==> src/rtl/ngga_pkg.sv <==
`timescale 1ns / 1ps
// Shared types and constants for the GGA field extractor.
// No dependencies; imported by every module of the block.
package ngga_pkg;

  localparam logic [7:0]  CH_COMMA    = 8'h2C;
  localparam logic [7:0]  CH_NEWLINE  = 8'h0A;
  localparam logic [2:0]  HEADER_LEN  = 3'd6;
  localparam logic [2:0]  HEADER_SAT  = 3'd7;
  localparam logic [47:0] HEADER_RST  = 48'h244750474741;
  localparam int          CFG_AW      = 4;
  localparam logic [CFG_AW-1:0] ADDR_HEADER = 4'h0;

  typedef struct packed {
    logic [2:0] field_index;
    logic [7:0] char_value;
    logic [3:0] char_pos;
    logic       field_end;
    logic       sentence_done;
    logic       aborted;
  } ngga_result_t;

endpackage

==> src/rtl/ngga_parser.sv <==
`timescale 1ns / 1ps
// Line parser: header match, field walk and result formation for one byte.
// Depends on ngga_pkg.
module ngga_parser #(
  parameter int MAX_FIELD_CHARS = 16,
  parameter int FIELD_COUNT     = 5
) (
  input  logic                  clk,
  input  logic                  rst_n,
  input  logic                  accept,
  input  logic [7:0]            byte_value,
  input  logic [47:0]           header_pattern,
  output logic                  res_valid,
  output ngga_pkg::ngga_result_t res
);
  import ngga_pkg::*;

  localparam int FW        = (FIELD_COUNT > 1) ? $clog2(FIELD_COUNT) : 1;
  localparam int POS_LIMIT = ((MAX_FIELD_CHARS - 1) < 15) ? (MAX_FIELD_CHARS - 1) : 15;

  typedef enum logic [1:0] {PH_HEADER, PH_FIELDS, PH_SKIP} phase_t;

  phase_t          phase_r, phase_nxt;
  logic [2:0]      hcount_r, hcount_nxt;
  logic            hequal_r, hequal_nxt;
  logic [FW-1:0]   field_r, field_nxt;
  logic [3:0]      pos_r, pos_nxt;

  logic [2:0]      hidx;
  logic [7:0]      want;
  logic [3:0]      field_ext;
  logic            last;
  logic            is_nl;
  logic            is_comma;

  assign hidx      = HEADER_LEN - 3'd1 - hcount_r;
  assign want      = header_pattern[{hidx, 3'b000} +: 8];
  assign field_ext = 4'(field_r);
  assign last      = (int'(field_r) == FIELD_COUNT - 1);
  assign is_nl     = (byte_value == CH_NEWLINE);
  assign is_comma  = (byte_value == CH_COMMA);

  always_comb begin
    phase_nxt  = phase_r;
    hcount_nxt = hcount_r;
    hequal_nxt = hequal_r;
    field_nxt  = field_r;
    pos_nxt    = pos_r;
    res_valid  = 1'b0;
    res.field_index   = field_ext[2:0];
    res.char_value    = 8'd0;
    res.char_pos      = pos_r;
    res.field_end     = 1'b0;
    res.sentence_done = 1'b0;
    res.aborted       = 1'b0;
    unique case (phase_r)
      PH_HEADER: begin
        if (is_nl) begin
          hcount_nxt = 3'd0;
          hequal_nxt = 1'b1;
          field_nxt  = '0;
          pos_nxt    = 4'd0;
        end else if (is_comma) begin
          if (hequal_r && hcount_r == HEADER_LEN) begin
            phase_nxt = PH_FIELDS;
            field_nxt = '0;
            pos_nxt   = 4'd0;
          end else begin
            phase_nxt = PH_SKIP;
          end
        end else begin
          if (hcount_r >= HEADER_LEN || want != byte_value) begin
            hequal_nxt = 1'b0;
          end
          if (hcount_r < HEADER_SAT) begin
            hcount_nxt = hcount_r + 3'd1;
          end
        end
      end
      PH_FIELDS: begin
        res_valid = 1'b1;
        if (is_nl) begin
          res.aborted = 1'b1;
          phase_nxt   = PH_HEADER;
          hcount_nxt  = 3'd0;
          hequal_nxt  = 1'b1;
          field_nxt   = '0;
          pos_nxt     = 4'd0;
        end else if (is_comma) begin
          res.field_end     = 1'b1;
          res.sentence_done = last;
          if (last) begin
            phase_nxt = PH_SKIP;
          end else begin
            field_nxt = field_r + FW'(1);
          end
          pos_nxt = 4'd0;
        end else begin
          res.char_value = byte_value;
          if (pos_r < 4'(POS_LIMIT)) begin
            pos_nxt = pos_r + 4'd1;
          end
        end
      end
      default: begin
        if (is_nl) begin
          phase_nxt  = PH_HEADER;
          hcount_nxt = 3'd0;
          hequal_nxt = 1'b1;
          field_nxt  = '0;
          pos_nxt    = 4'd0;
        end
      end
    endcase
  end

  always_ff @(posedge clk) begin
    if (!rst_n) begin
      phase_r  <= PH_HEADER;
      hcount_r <= 3'd0;
      hequal_r <= 1'b1;
      field_r  <= '0;
      pos_r    <= 4'd0;
    end else if (accept) begin
      phase_r  <= phase_nxt;
      hcount_r <= hcount_nxt;
      hequal_r <= hequal_nxt;
      field_r  <= field_nxt;
      pos_r    <= pos_nxt;
    end
  end

endmodule

==> src/rtl/ngga_out_buf.sv <==
`timescale 1ns / 1ps
// Result register with a skid stage between the parser and the output channel.
// Depends on ngga_pkg.
module ngga_out_buf (
  input  logic                   clk,
  input  logic                   rst_n,
  input  logic                   push,
  input  ngga_pkg::ngga_result_t push_data,
  output logic                   space,
  output logic                   out_valid,
  input  logic                   out_ready,
  output ngga_pkg::ngga_result_t out_data,
  output logic                   skid_full
);
  import ngga_pkg::*;

  logic         out_valid_r;
  logic         skid_valid_r;
  ngga_result_t out_data_r;
  ngga_result_t skid_data_r;

  assign space     = !skid_valid_r;
  assign out_valid = out_valid_r;
  assign out_data  = out_data_r;
  assign skid_full = skid_valid_r;

  always_ff @(posedge clk) begin
    if (!rst_n) begin
      out_valid_r  <= 1'b0;
      skid_valid_r <= 1'b0;
    end else if (out_ready || !out_valid_r) begin
      if (skid_valid_r) begin
        out_valid_r  <= 1'b1;
        skid_valid_r <= 1'b0;
      end else begin
        out_valid_r <= push;
      end
    end else if (push) begin
      skid_valid_r <= 1'b1;
    end
  end

  always_ff @(posedge clk) begin
    if (out_ready || !out_valid_r) begin
      if (skid_valid_r) begin
        out_data_r <= skid_data_r;
      end else if (push) begin
        out_data_r <= push_data;
      end
    end else if (push) begin
      skid_data_r <= push_data;
    end
  end

endmodule

==> src/rtl/nmea_gga_field_extractor_unit.sv <==
`timescale 1ns / 1ps
// Top level of the GGA field extractor: header register, parser, result buffer.
// Depends on ngga_pkg, ngga_parser and ngga_out_buf.
//
// Usage:
//   Feed received bytes on in_byte_value with in_valid/in_ready. Each accepted
//   byte updates the line parser in the same cycle; a byte inside the
//   FIELD_COUNT fields (five by default) after a matching header gives one
//   result item on the out_ channel, other bytes give none.
//   Each result is registered in the output register or the skid stage.
//   Throughput: one byte per cycle while in_ready is high.
//   A two-entry result buffer (output register plus skid stage) lets the
//   block keep taking bytes while one result waits; in_ready drops only when
//   both entries are full because out_ready stayed low.
//   The header pattern is written over the APB port at address 0 (64-bit
//   data, low 48 bits used, first character in bits 47:40); it reads back
//   there. Write it only while the block is idle.
//   Reset (synchronous, rst_n low) empties the buffer, starts a new line and
//   loads the pattern "$GPGGA".
module nmea_gga_field_extractor_unit #(
  parameter int MAX_FIELD_CHARS = 16,
  parameter int FIELD_COUNT     = 5
) (
  input  logic                        clk,
  input  logic                        rst_n,
  input  logic                        in_valid,
  output logic                        in_ready,
  input  logic [7:0]                  in_byte_value,
  output logic                        out_valid,
  input  logic                        out_ready,
  output logic [2:0]                  out_field_index,
  output logic [7:0]                  out_char_value,
  output logic [3:0]                  out_char_pos,
  output logic                        out_field_end,
  output logic                        out_sentence_done,
  output logic                        out_aborted,
  input  logic                        psel,
  input  logic                        penable,
  input  logic                        pwrite,
  input  logic [ngga_pkg::CFG_AW-1:0] paddr,
  input  logic [63:0]                 pwdata,
  output logic [63:0]                 prdata,
  output logic                        pready
);
  import ngga_pkg::*;

  logic [47:0]  header_r;
  logic         accept;
  logic         res_valid;
  ngga_result_t res;
  ngga_result_t out_data;
  logic         space;
  logic         skid_full;

  assign pready = 1'b1;
  assign prdata = (paddr == ADDR_HEADER) ? {16'd0, header_r} : 64'd0;

  always_ff @(posedge clk) begin
    if (!rst_n) begin
      header_r <= HEADER_RST;
    end else if (psel && penable && pwrite && pready && paddr == ADDR_HEADER) begin
      header_r <= pwdata[47:0];
    end
  end

  assign in_ready = space;
  assign accept   = in_valid && in_ready;

  ngga_parser #(
    .MAX_FIELD_CHARS (MAX_FIELD_CHARS),
    .FIELD_COUNT     (FIELD_COUNT)
  ) u_parser (
    .clk            (clk),
    .rst_n          (rst_n),
    .accept         (accept),
    .byte_value     (in_byte_value),
    .header_pattern (header_r),
    .res_valid      (res_valid),
    .res            (res)
  );

  ngga_out_buf u_out_buf (
    .clk       (clk),
    .rst_n     (rst_n),
    .push      (accept && res_valid),
    .push_data (res),
    .space     (space),
    .out_valid (out_valid),
    .out_ready (out_ready),
    .out_data  (out_data),
    .skid_full (skid_full)
  );

  assign out_field_index   = out_data.field_index;
  assign out_char_value    = out_data.char_value;
  assign out_char_pos      = out_data.char_pos;
  assign out_field_end     = out_data.field_end;
  assign out_sentence_done = out_data.sentence_done;
  assign out_aborted       = out_data.aborted;

`ifndef SYNTH
  a_skid_needs_out: assert property (@(posedge clk) disable iff (!rst_n)
    skid_full |-> out_valid)
    else $error("skid entry held while output register empty");

  a_end_abort_excl: assert property (@(posedge clk) disable iff (!rst_n)
    out_valid |-> !(out_field_end && out_aborted))
    else $error("result marks both field end and abort");

  a_done_is_end: assert property (@(posedge clk) disable iff (!rst_n)
    (out_valid && out_sentence_done) |-> out_field_end)
    else $error("sentence done without field end");

  a_marker_no_char: assert property (@(posedge clk) disable iff (!rst_n)
    (out_valid && (out_field_end || out_aborted)) |-> (out_char_value == 8'd0))
    else $error("marker result carries a character");
`endif

endmodule
==> config.mk <==
export PLATFORM = sky130hd
export DESIGN_NAME = nmea_gga_field_extractor_unit
export DESIGN_NICKNAME = d
export VERILOG_FILES = /design/src/rtl/ngga_pkg.sv /design/src/rtl/ngga_parser.sv /design/src/rtl/ngga_out_buf.sv /design/src/rtl/nmea_gga_field_extractor_unit.sv
export SDC_FILE = /design/constraint.sdc
export NUM_CORES = 1
export LEC_CHECK = 0
export BUFFER_PORTS_ARGS = -buffer_cell sky130_fd_sc_hd__buf_2
export CORE_UTILIZATION = 45
export CTS_CLUSTER_SIZE = 16
export DETAILED_ROUTE_END_ITERATION = 6
export PLACE_DENSITY = 0.75
export RECOVER_POWER = 100
export SYNTH_ARGS = -nofsm -noshare
export SYNTH_HDL_FRONTEND = slang
export SYNTH_SLANG_ARGS = --single-unit
==> constraint.sdc <==
create_clock -name clk -period 2.6 [get_ports clk]
set_input_delay 0.26 -clock clk [delete_from_list [all_inputs] [get_ports clk]]
set_output_delay 0.26 -clock clk [all_outputs]
set_load 0.005 [all_outputs]
==> out/qor.yml, run 1 <==
design_area_um2: 5934
drv_slew: 0
fmax_mhz: 465.4
die_h_um: 108.1
avgSynthCellArea_um2: 9.279
first_pass_iters: 4
finalNetCount: 754
fin_ws_ns: 0.4515
synth_top_cell_area_share: 0.2490
gp_congestion: 0.9191
maxCapViolCount: 0
setup_viol: 0
hold_slack_ns: 0.09645
syn-cell-area_um2: 5066
crit_start: "u_out_buf.skid_full"
cts_root_buffer: "clkbuf_8"
rsz0062_at_grt: "false"
vias_per_cell: 5.196
h-tree-depth: 3
grt_pass1_wl_um: 19090
ant_nets: 0
hold_violations: 0
die_x_um: 108.1
first_iter_violations: 229
timing.final.crit_period_ns: 2.148
cts_max_path_buffers: 2
cts_tree: "done"
end_kind: "register"
postCtsHoldBufs: 0
holdPathStages: 3
wl_per_cell_um: 15.12
synth_warnings: 0
synth_cells: 546
num_rows: 38
placed_cells: 795
r2r_end: "u_out_buf.skid_data_r[14]"
drc_errors: 0
fill_cells: 1009
fin_skew_ns: 0.01340
layoutNonFillerInstCount: 811
synth_seq_cells: 99
synth_area_leader_cell: "dfxtp_1"
finalCritPeriodShare: 0.8263
whs_endpoint: "header_r[33]"
io_buffers: 134
drive_above_1_share: 0.2370
hpwlAfterDp_um: 8844
leakagePower_nw: 2.447
post_cts_buffers: 0
arrival_ns: 2.18
via_count: 4214
initial_core_util: 0.4653
slew_headroom: 0.3578
area_growth_pct: 17.14
ff2ff_setup_slack_ns: 0.45
placed_cell_area_um2: 5796
worstReg2RegStart: "u_out_buf.skid_full"
path_clk_slew_ns: 0.11
grt_pass1_vias: 4006
min-delay-start: "pwdata[33]"
hold_class: "in2reg"
p_per_area_nw_per_um2: 487.5
overflow: 0
cts_resized: 0
worstPathMaxFanout: 18
cts_made_buffers: 9
place_worst_setup_slack_ns: 0.3595
num_antenna_cells: 0
coreArea_um2: 10890
critPathRequiredTime_ns: 2.63
ys_types: 58
totalPowerFinal_mw: 2.893
die-area_um2: 11690
worst-setup-path-type: "reg2reg"
clock-sinks: 99
outcome: "complete, no violations"
netlist_top_cells_area: "dfxtp_1 25%, edfxtp_1 21%, nand2_1 8.4%"
antenna_found_initial: 0
async_reset_ff_frac: 0
worst_slew_pin_slew_ns: 0.9633
max-vdd-ir-drop_mv: 0.2439
synth_edf_count: 36
setup_tns_ns: 0
clkLatencyLatePin_ns: 0.37
synth_flop_cell: "dfxtp_1"
r2r_cells: 4
post-route-util: 0.5450
routed_wl_um: 12260
start_kind: "register"
track_usage: 0.2111
grt_start_max_net_pins: 49
num_io_pins: 168
synth-seq-area-share: 0.4623
state kept, by name, summed over array words and instances, names as in the netlist:
register	cells
u_parser.hcount_r	3
u_parser.field_r	3
u_out_buf.out_data	18
u_out_buf.skid_full	1
u_out_buf.skid_data_r	18
header_r	48
u_parser.pos_r	4
u_out_buf.out_valid	1
u_parser.hequal_r	1
u_parser.phase_r	2
routing by layer:
layer / GRT usage / part of all wire / up-vias
met1: 0.2670 / 0.45 / 1988
met5: 0 / 0 / -
met2: 0.3499 / 0.48 / 144
met4: 0.07926 / 0.019 / 0
met3: 0.04822 / 0.057 / 14
li1: - / - / 2068
synth_stat cells, drive strengths merged, types with 3 or more instances:
master,count
xor2,9
o21a,3
inv,7
xnor2,6
mux2,13
clkbuf,26
dfxtp,63
ha,5
mux4,3
edfxtp,36
nor3,6
a21oi,14
nand3,24
o21ai,15
and2,57
mux2i,22
nor2b,5
buf,27
nand2,114
o31ai,3
nand4,5
a21boi,33
nor2,18
critical path: stages (launching register included):
cell and delay, ns:
dfxtp_1 0.74, inv_1 0.41, nand2_1 0.25, nor3_2 0.05, clkbuf_2 0.34
power breakdown:
| group | internal [mW] | switching, mW | total (mW) |
|---|---|---|---|
| Clock | 0.462 | 0.568 | 1.03 |
| Sequential | 1.60 | 0.00958 | 1.61 |
| Combinational | 0.117 | 0.137 | 0.255 |
logic make-up (layout without fill, tap and decap cells):
logic type	after synthesis	count (layout)	share of synthesized area
flops	99	99	0.4623
xor+xnor	15	15	0.02593
simple gates	246	246	0.2393
buf+inv	60	170	0.06075
fa+ha+maj	5	5	0.01235
compound gates	81	81	0.1114
other cells	2	17	0.001482
mux	38	38	0.08644
area by class of cell:
type	instances	area, um2	area share
Clock buffer	9	123.9	0.02087
Clock inverter	7	82.58	0.01392
Inverter	7	26.28	0.004428
Multi-Input combinational cell	402	2464	0.4151
Sequential cell	99	2342	0.3947
Tap cell	140	175.2	0.02952
Timing Repair Buffer	147	720.7	0.1214
cells in the final DEF, fill, tap and decap left out, types with 2 or more instances in the layout:
cell	Yosys	routed
and2_0	0	32
buf_4	17	7
nand2_1	114	114
nor3_1	6	5
mux2_2	12	12
nor2_1	17	17
nor3b_1	2	2
o21a_1	3	3
nand3_1	24	24
nor2b_1	5	5
mux2i_1	22	22
o31ai_1	3	3
xor2_1	9	9
dfxtp_1	63	63
xnor2_1	6	6
nand4_1	5	5
inv_1	6	7
a31oi_1	2	2
mux4_2	3	3
o21ai_0	12	14
a21oi_1	13	13
and2_1	57	25
o311ai_0	2	2
buf_2	9	110
nand3b_1	2	2
edfxtp_1	36	36
conb_1	2	17
clkbuf_8	0	9
ha_1	5	5
clkbuf_1	26	26
clkbuf_2	0	4
a21boi_0	33	33
inv_6	0	3
clkinvlp_4	0	2
worst max path at each step:
stage	cells past startpoint	slack (ns)	endpoint
3_3_place_gp	5	0.39	u_out_buf.out_data[8]
3_5_place_dp	5	0.36	u_out_buf.out_data[8]
6_report	4	0.45	u_out_buf.skid_data_r[14]
4_1_cts	7	0.53	u_parser.hequal_r
5_1_grt	5	0.27	prdata[10]
2_1_floorplan	4	0.13	u_out_buf.skid_data_r[0]
Power figures use the tool's default switching activity.
==> run 2, diff against run 1 <==
- PLACE_DENSITY: 0.75 -> 0.72
- clock period: 2.6 -> 2 ns (I/O delays scaled with it)
==> run 2 against run 1 <==
Register-to-register slack lost 0.38 ns. Clock power grew 14%. Routed wire length shrank 0.76%. Setup slack lost 0.38 ns. Global-route usage grew 0.45 points. Via count is essentially flat. Count of clock-buffer cells in the layout grew 2. Die area is the same. Critical path depth grew 2. Clock skew shrank 0.0034 ns. Cell count grew 2.3%. Critical endpoint is now u_parser.hequal_r. Largest cell class unchanged. Highest routed layer unchanged.
==> out/qor.yml, run 2 (same netlist as run 1, synthesis figures left out) <==
die_x_um: 108.1  # unchanged
finalNetCount: 773  # +2.5%
setup_tns_ns: 0  # unchanged
routed_wl_um: 12170  # -0.76%
max_stage_delay_ns: 0.53  # -0.21 ns
worst_slew_pin_slew_ns: 0.9529  # -0.01037 ns
path_cells: "buf_4 -> mux4_2 -> a21oi_1 -> xor2_1 -> o311ai_0 -> o31ai_1"
place_worst_setup_slack_ns: 0.05468  # -0.3049 ns
fin_ws_ns: 0.07605  # -0.3755 ns
num_io_pins: 168  # unchanged
grt_pass1_wl_um: 19530  # +2.3%
cpMaxStageDelayCell: "mux4_2"
fmax_mhz: 519.8  # +12%
antenna_found_initial: 0  # unchanged
initial_core_util: 0.4653  # unchanged
io_buffers: 134  # unchanged
wl_per_cell_um: 14.66  # -3.0%
slew_headroom: 0.3647  # +0.006913
num_antenna_cells: 0  # unchanged
via_count: 4210  # -0.095%
drive_above_1_share: 0.2551  # +0.01811
overflow: 0  # unchanged
area_growth_pct: 19.88
critPathRequiredTime_ns: 2.28  # -0.35 ns
vias_per_cell: 5.072  # -2.4%
setup_viol: 0  # unchanged
end_kind: "register"
timing.final.crit_period_ns: 1.924  # -0.2245 ns
grt_start_max_net_pins: 49  # unchanged
fin_skew_ns: 0.009983  # -0.003422 ns
num_rows: 38  # unchanged
highest_layer: "met4"
rsz0062_at_grt: "false"
drc_errors: 0  # unchanged
p_per_area_nw_per_um2: 594.6  # +22%
cts_made_buffers: 9  # unchanged
path_clk_slew_ns: 0.09  # -0.02 ns
post-route-util: 0.5578  # +0.01276
finalCritPeriodShare: 0.9620  # +0.1356
die_h_um: 108.1  # unchanged
hold_violations: 0  # unchanged
gp_congestion: 0.9396  # +2.2%
clkLatencyLatePin_ns: 0.37  # about the same
first_pass_iters: 6  # +2
coreArea_um2: 10890  # unchanged
h-tree-depth: 3  # unchanged
die-area_um2: 11690  # unchanged
track_usage: 0.2155  # +0.004471
worstPathMaxFanout: 5  # -13
arrival_ns: 2.21  # +0.03 ns
totalPowerFinal_mw: 3.611  # +25%
ant_nets: 0  # unchanged
hold_slack_ns: 0.03726  # -0.05919 ns
largest_register: "header_r"
cts_root_buffer: "clkbuf_8"
postCtsHoldBufs: 0  # unchanged
hold_class: "in2reg"
worst-setup-path-type: "reg2reg"
leakagePower_nw: 2.520  # +3.0%
start_kind: "register"
dr_wl_met3_um: 813  # +16%
first_iter_violations: 218  # -4.8%
wl_met1_um: 5299  # -3.1%
cts_tree: "done"
cts_max_path_buffers: 2  # unchanged
hpwlAfterDp_um: 9129  # +3.2%
largest_reg_flops: 48  # unchanged
outcome: "complete, no violations"
final_cell_mix: "114 x nand2_1, 109 x buf_2, 62 x dfxtp_1"
grt_pass1_vias: 4094  # +2.2%
clock-sinks: 99  # unchanged
maxCapViolCount: 0  # unchanged
drv_slew: 0  # unchanged
final_common_cell: "nand2_1"
max-vdd-ir-drop_mv: 0.3585  # +47%
wl_met2_um: 5866  # +0.14%
==> run 2: path summary, 6_finish.rpt <==
| check | from | endpoint | slack [ns] | depth (start not counted) |
|---|---|---|---|---|
| max | u_parser.hcount_r[1] | u_parser.hequal_r | 0.08 | 6 |
| min | pwdata[32] | header_r[32] | 0.04 | 3 |
| max reg2reg | u_parser.hcount_r[1] | u_parser.hequal_r | 0.08 | 6 |
| min reg2reg | header_r[16] | header_r[16] | 0.48 | 2 |
==> run 2: where the power goes <==
| group | leakage [nW] | switching [mW] | internal [mW] |
|---|---|---|---|
| logic | 1.61 | 0.184 | 0.172 |
| clock network | 0.0722 | 0.709 | 0.458 |
| registers | 0.839 | 0.00864 | 2.08 |
| total | 2.52 | 0.901 | 2.71 |
==> run 2: per-layer routing <==
metal / vias up / track usage
met5: - / 0
met4: 0 / 0.06947
met3: 17 / 0.05003
met2: 139 / 0.3621
met1: 1949 / 0.2725
li1: 2105 / -
==> run 2: stage by stage <==
step	cells	cell area, um2
CTS	830	6137
floorplan	561	5131
global placement	814	5967
detailed placement	814	5967
global route	830	6073
finish	830	6073
==> run 2: what timing repair did <==
action                                  4_1_cts  5_1_grt
endpoints found under the setup margin        0        4
resized for setup                             0        3
setup buffers                                 0        0
==> run 2: cell type report <==
type / count / area [um2]
Fill cell: 1050 / 4815
Multi-Input combinational cell: 402 / 2471
Sequential cell: 99 / 2344
Timing Repair Buffer: 166 / 887.1
Tap cell: 140 / 175.2
Clock buffer: 11 / 131.4
Clock inverter: 5 / 38.79
Inverter: 7 / 26.28
==> run 2: critical path, delay by kind of cell (launching register included) <==
kind	cells	cell delay, ns
compound gates	3	0.59
mux	1	0.53
buf+inv	1	0.17
flops	1	0.38
xor+xnor	1	0.19
==> run 3, diff against run 2 <==
- GPL_TIMING_DRIVEN: default -> 0
- SYNTH_HIERARCHICAL: default -> 1
==> run 3 against run 2 <==
The run now ends with design-rule violations left. Setup slack better by 0.041 ns. First-iteration DRC count up 19%. Critical path type is now in2out. Register-to-register slack better by 0.05 ns. Via count up 4.9%. Final area up 8.0%. Global-route usage up 0.16 points. Sequential power about the same. Maximum frequency up 2.2%. Worst hold slack better by 0.063 ns. Die area up 6.2%. Core utilization up 0.95 points. Sequential cell count unchanged. Largest cell class unchanged. Largest power group unchanged.
==> out/qor.yml, run 3 <==
die_h_um: 111.4  # +3.1%
p_per_area_nw_per_um2: 660.0  # +11%
synth_top_cell_area_share: 0.2340  # -0.01491
grt_pass1_vias: 4249  # +3.8%
arrival_ns: 1.68  # -0.53 ns
intPower_mw: 3.270  # +21%
first_pass_iters: 7  # +1
whs_endpoint: "header_r[3]"
p_seq_frac: 0.483  # -0.095
cpMaxStageDelayCell: "clkbuf_1"
ff2ff_setup_slack_ns: 0.13  # +0.05 ns
avgSynthCellArea_um2: 10.02  # +8.0%
netlist_top_cells_area: "dfxtp_1 23%, edfxtp_1 20%, mux2i_1 7.4%"
fill_cells: 1044  # -0.57%
cts_max_path_buffers: 2  # unchanged
worst_slew_pin_slew_ns: 0.7136  # -0.2393 ns
num_antenna_cells: 0  # unchanged
worstPathMaxFanout: 10  # +5
start_kind: "primary input"
maxCapViolCount: 0  # unchanged
first_iter_violations: 260  # +19%
grt_start_max_net_pins: 20  # -59%
num_rows: 39  # +2.6%
drive_above_1_share: 0.2849  # +0.02983
rsz0062_at_grt: "false"
p_comb_frac: 0.093  # -0.006
worstReg2RegStart: "u_parser/phase_r[1]"
grt_pass1_wl_um: 21380  # +9.4%
layoutNonFillerInstCount: 845  # +1.8%
hpwlAfterDp_um: 10190  # +12%
largest_reg_flops: 48  # unchanged
clkLatencyLatePin_ns: 0.35  # -0.02 ns
initial_core_util: 0.4660  # +0.0006788
area_growth_pct: 21.76
outcome: "finished with violations"
die_x_um: 111.4  # +3.1%
die-area_um2: 12420  # +6.2%
synth_common_cells: "83 x nand2_1, 63 x dfxtp_1, 59 x and2_1"
slew_headroom: 0.5243  # +0.1595
leakagePower_nw: 2.791  # +11%
timing.final.crit_period_ns: 1.883  # -0.04113 ns
largest_register: "header_r"
syn-cell-area_um2: 5389  # +6.4%
synth_area_leader_cell: "dfxtp_1"
max-vdd-ir-drop_mv: 0.3638  # +1.5%
place_worst_setup_slack_ns: -0.2503  # -0.3050 ns
setup_viol: 0  # unchanged
hold_violations: 0  # unchanged
h-tree-depth: 3  # unchanged
cts_tree: "done"
synth_warnings: 6  # +6
critPathRequiredTime_ns: 1.80  # -0.48 ns
synth_cells: 538  # -1.5%
synth_flop_cell: "dfxtp_1"
io_buffers: 132  # -1.5%
path_clk_slew_ns: 0.08  # about the same
synth_edf_count: 36  # unchanged
drv_slew: 0  # unchanged
clock-sinks: 99  # unchanged
coreArea_um2: 11560  # +6.2%
ant_nets: 0  # unchanged
wl_per_cell_um: 15.89  # +8.4%
gp_congestion: 0.8276  # -12%
max_stage_delay_ns: 0.40  # -0.13 ns
drc_errors: 16  # +16
antenna_found_initial: 0  # unchanged
ys_types: 61  # +5.2%
violations: "design-rule violations"
cts_root_buffer: "clkbuf_16"
crit_start: "paddr[1]"
post-route-util: 0.5673  # +0.009545
track_usage: 0.2171  # +0.001598
pwr-share-clk: 0.424  # +0.101
fmax_mhz: 531.1  # +2.2%
min-delay-start: "pwdata[3]"
p_sw_mw: 1.061  # +18%
async_reset_ff_frac: 0  # unchanged
via_count: 4415  # +4.9%
switching_share: 0.2449  # -0.004615
vias_per_cell: 5.225  # +3.0%
worst-setup-path-type: "in2out"
fin_ws_ns: 0.1172  # +0.04113 ns
hold_class: "in2reg"
end_kind: "output port"
synth-seq-area-share: 0.4346  # -0.02770
totalPowerFinal_mw: 4.331  # +20%
placed_cells: 828  # +1.7%
final_cell_mix: "127 x buf_2, 83 x nand2_1, 62 x dfxtp_1"
finalCritPeriodShare: 0.9414  # -0.02057
fin_skew_ns: 0.007829  # -0.002154 ns
cts_made_buffers: 9  # unchanged
design_area_um2: 6561  # +8.0%
overflow: 0  # unchanged
synth_seq_cells: 99  # unchanged
yosysMostFrequentCell: "nand2_1"
holdPathStages: 3  # unchanged
finalNetCount: 785  # +1.6%
r2r_cells: 5  # -1
path_cells: "clkbuf_1 -> nor4_4 -> buf_2 -> clkbuf_1 -> and2_0 -> buf_2"
final_common_cell: "buf_2"
routed_wl_um: 13430  # +10%
placed_cell_area_um2: 6287  # +5.4%
r2r_end: "u_out_buf/skid_data_r[9]"
num_io_pins: 168  # unchanged
[run 3: changes by cell type after synthesis, moves of 4 or more]
| cell | previous run | this run |
|---|---|---|
| a21boi_0 | 33 | 0 |
| a21oi_1 | 13 | 9 |
| and3_1 | 1 | 5 |
| buf_6 | 1 | 5 |
| clkbuf_1 | 26 | 16 |
| inv_1 | 6 | 22 |
| mux2_2 | 12 | 1 |
| mux2_4 | 1 | 18 |
| mux2i_1 | 22 | 40 |
| nand2_1 | 114 | 83 |
| nor2_1 | 17 | 12 |
| o211ai_1 | 1 | 19 |
| o21ai_0 | 12 | 4 |
| xnor2_1 | 6 | 1 |
[run 3: critical path, delay by kind of cell]
| kind | cells | cell delay (ns) |
|---|---|---|
| buffers and inverters | 4 | 0.91 |
| and+or+nand+nor | 2 | 0.57 |
[run 3: final cells by class]
class / instances / area (um2) / area share
buffer: 54 / 349.1 / 0.05320
sequential: 99 / 2344 / 0.3572
clock inverter: 7 / 93.84 / 0.01430
timing repair buffer: 133 / 654.4 / 0.09973
tap: 143 / 178.9 / 0.02727
inverter: 23 / 86.33 / 0.01316
clock buffer: 9 / 225.2 / 0.03432
multi-input combinational: 377 / 2630 / 0.4008
[run 3: metrics by stage]
stage / hold slack (ns) / TNS (ns)
2_1_floorplan: 0.3279 / 0
6_report: 0.1006 / 0
3_5_place_dp: 0.4553 / -5.716
4_1_cts: 0.08958 / 0
5_1_grt: 0.09193 / 0
3_3_place_gp: 0.4503 / -2.929
[run 3: worst max path at each step]
stage,slack [ns],endpoint
final,0.12,prdata[35]
after global routing,0.007,u_parser/phase_r[0]
after CTS,0.02,u_parser/hequal_r
after detailed placement,-0.25,u_parser/hequal_r
after global placement,-0.23,u_parser/hequal_r
after floorplan,0.17,u_out_buf/out_data[0]
[run 3: what timing repair did]
| action | 4_1_cts | 5_1_grt |
|---|---|---|
| endpoints found under the setup margin | 37 | 21 |
| pin swaps | 0 | 1 |
| gates cloned | 0 | 0 |
| hold buffers | 0 | 0 |
| resized for setup | 5 | 12 |
| setup buffers | 0 | 1 |
[run 3: logic make-up (layout without fill, tap and decap cells)]
kind of cell | Yosys count | count (layout) | share of synthesized area
DFF | 99 | 99 | 0.4346
buffers and inverters | 77 | 226 | 0.08057
xor gates and xnor gates | 9 | 9 | 0.01463
adders and majority gates | 5 | 5 | 0.01161
and+or+nand+nor | 219 | 219 | 0.2208
other | 2 | 17 | 0.001394
muxes | 68 | 68 | 0.1579
AOI/OAI and AO/OA | 59 | 59 | 0.07848
[run 3: per-layer routing]
metal  global-route usage  vias to the layer above  part of all wire
met1               0.2812                     2043              0.45
met5                    0                        -                 0
met3              0.04464                       15             0.064
li1                     -                     2158                 -
met4              0.06937                        0             0.014
met2               0.3638                      199              0.47
[run 3: power by group through the flow]
| stage | Clock [mW] | Sequential, mW | Combinational (mW) |
|---|---|---|---|
| floorplan | 0 | 2.13 | 0.244 |
| global placement | 0 | 2.13 | 0.381 |
| detailed placement | 0 | 2.13 | 0.388 |
| CTS | 1.86 | 2.09 | 0.393 |
| global route | 1.95 | 2.09 | 0.441 |
| finish | 1.84 | 2.09 | 0.403 |
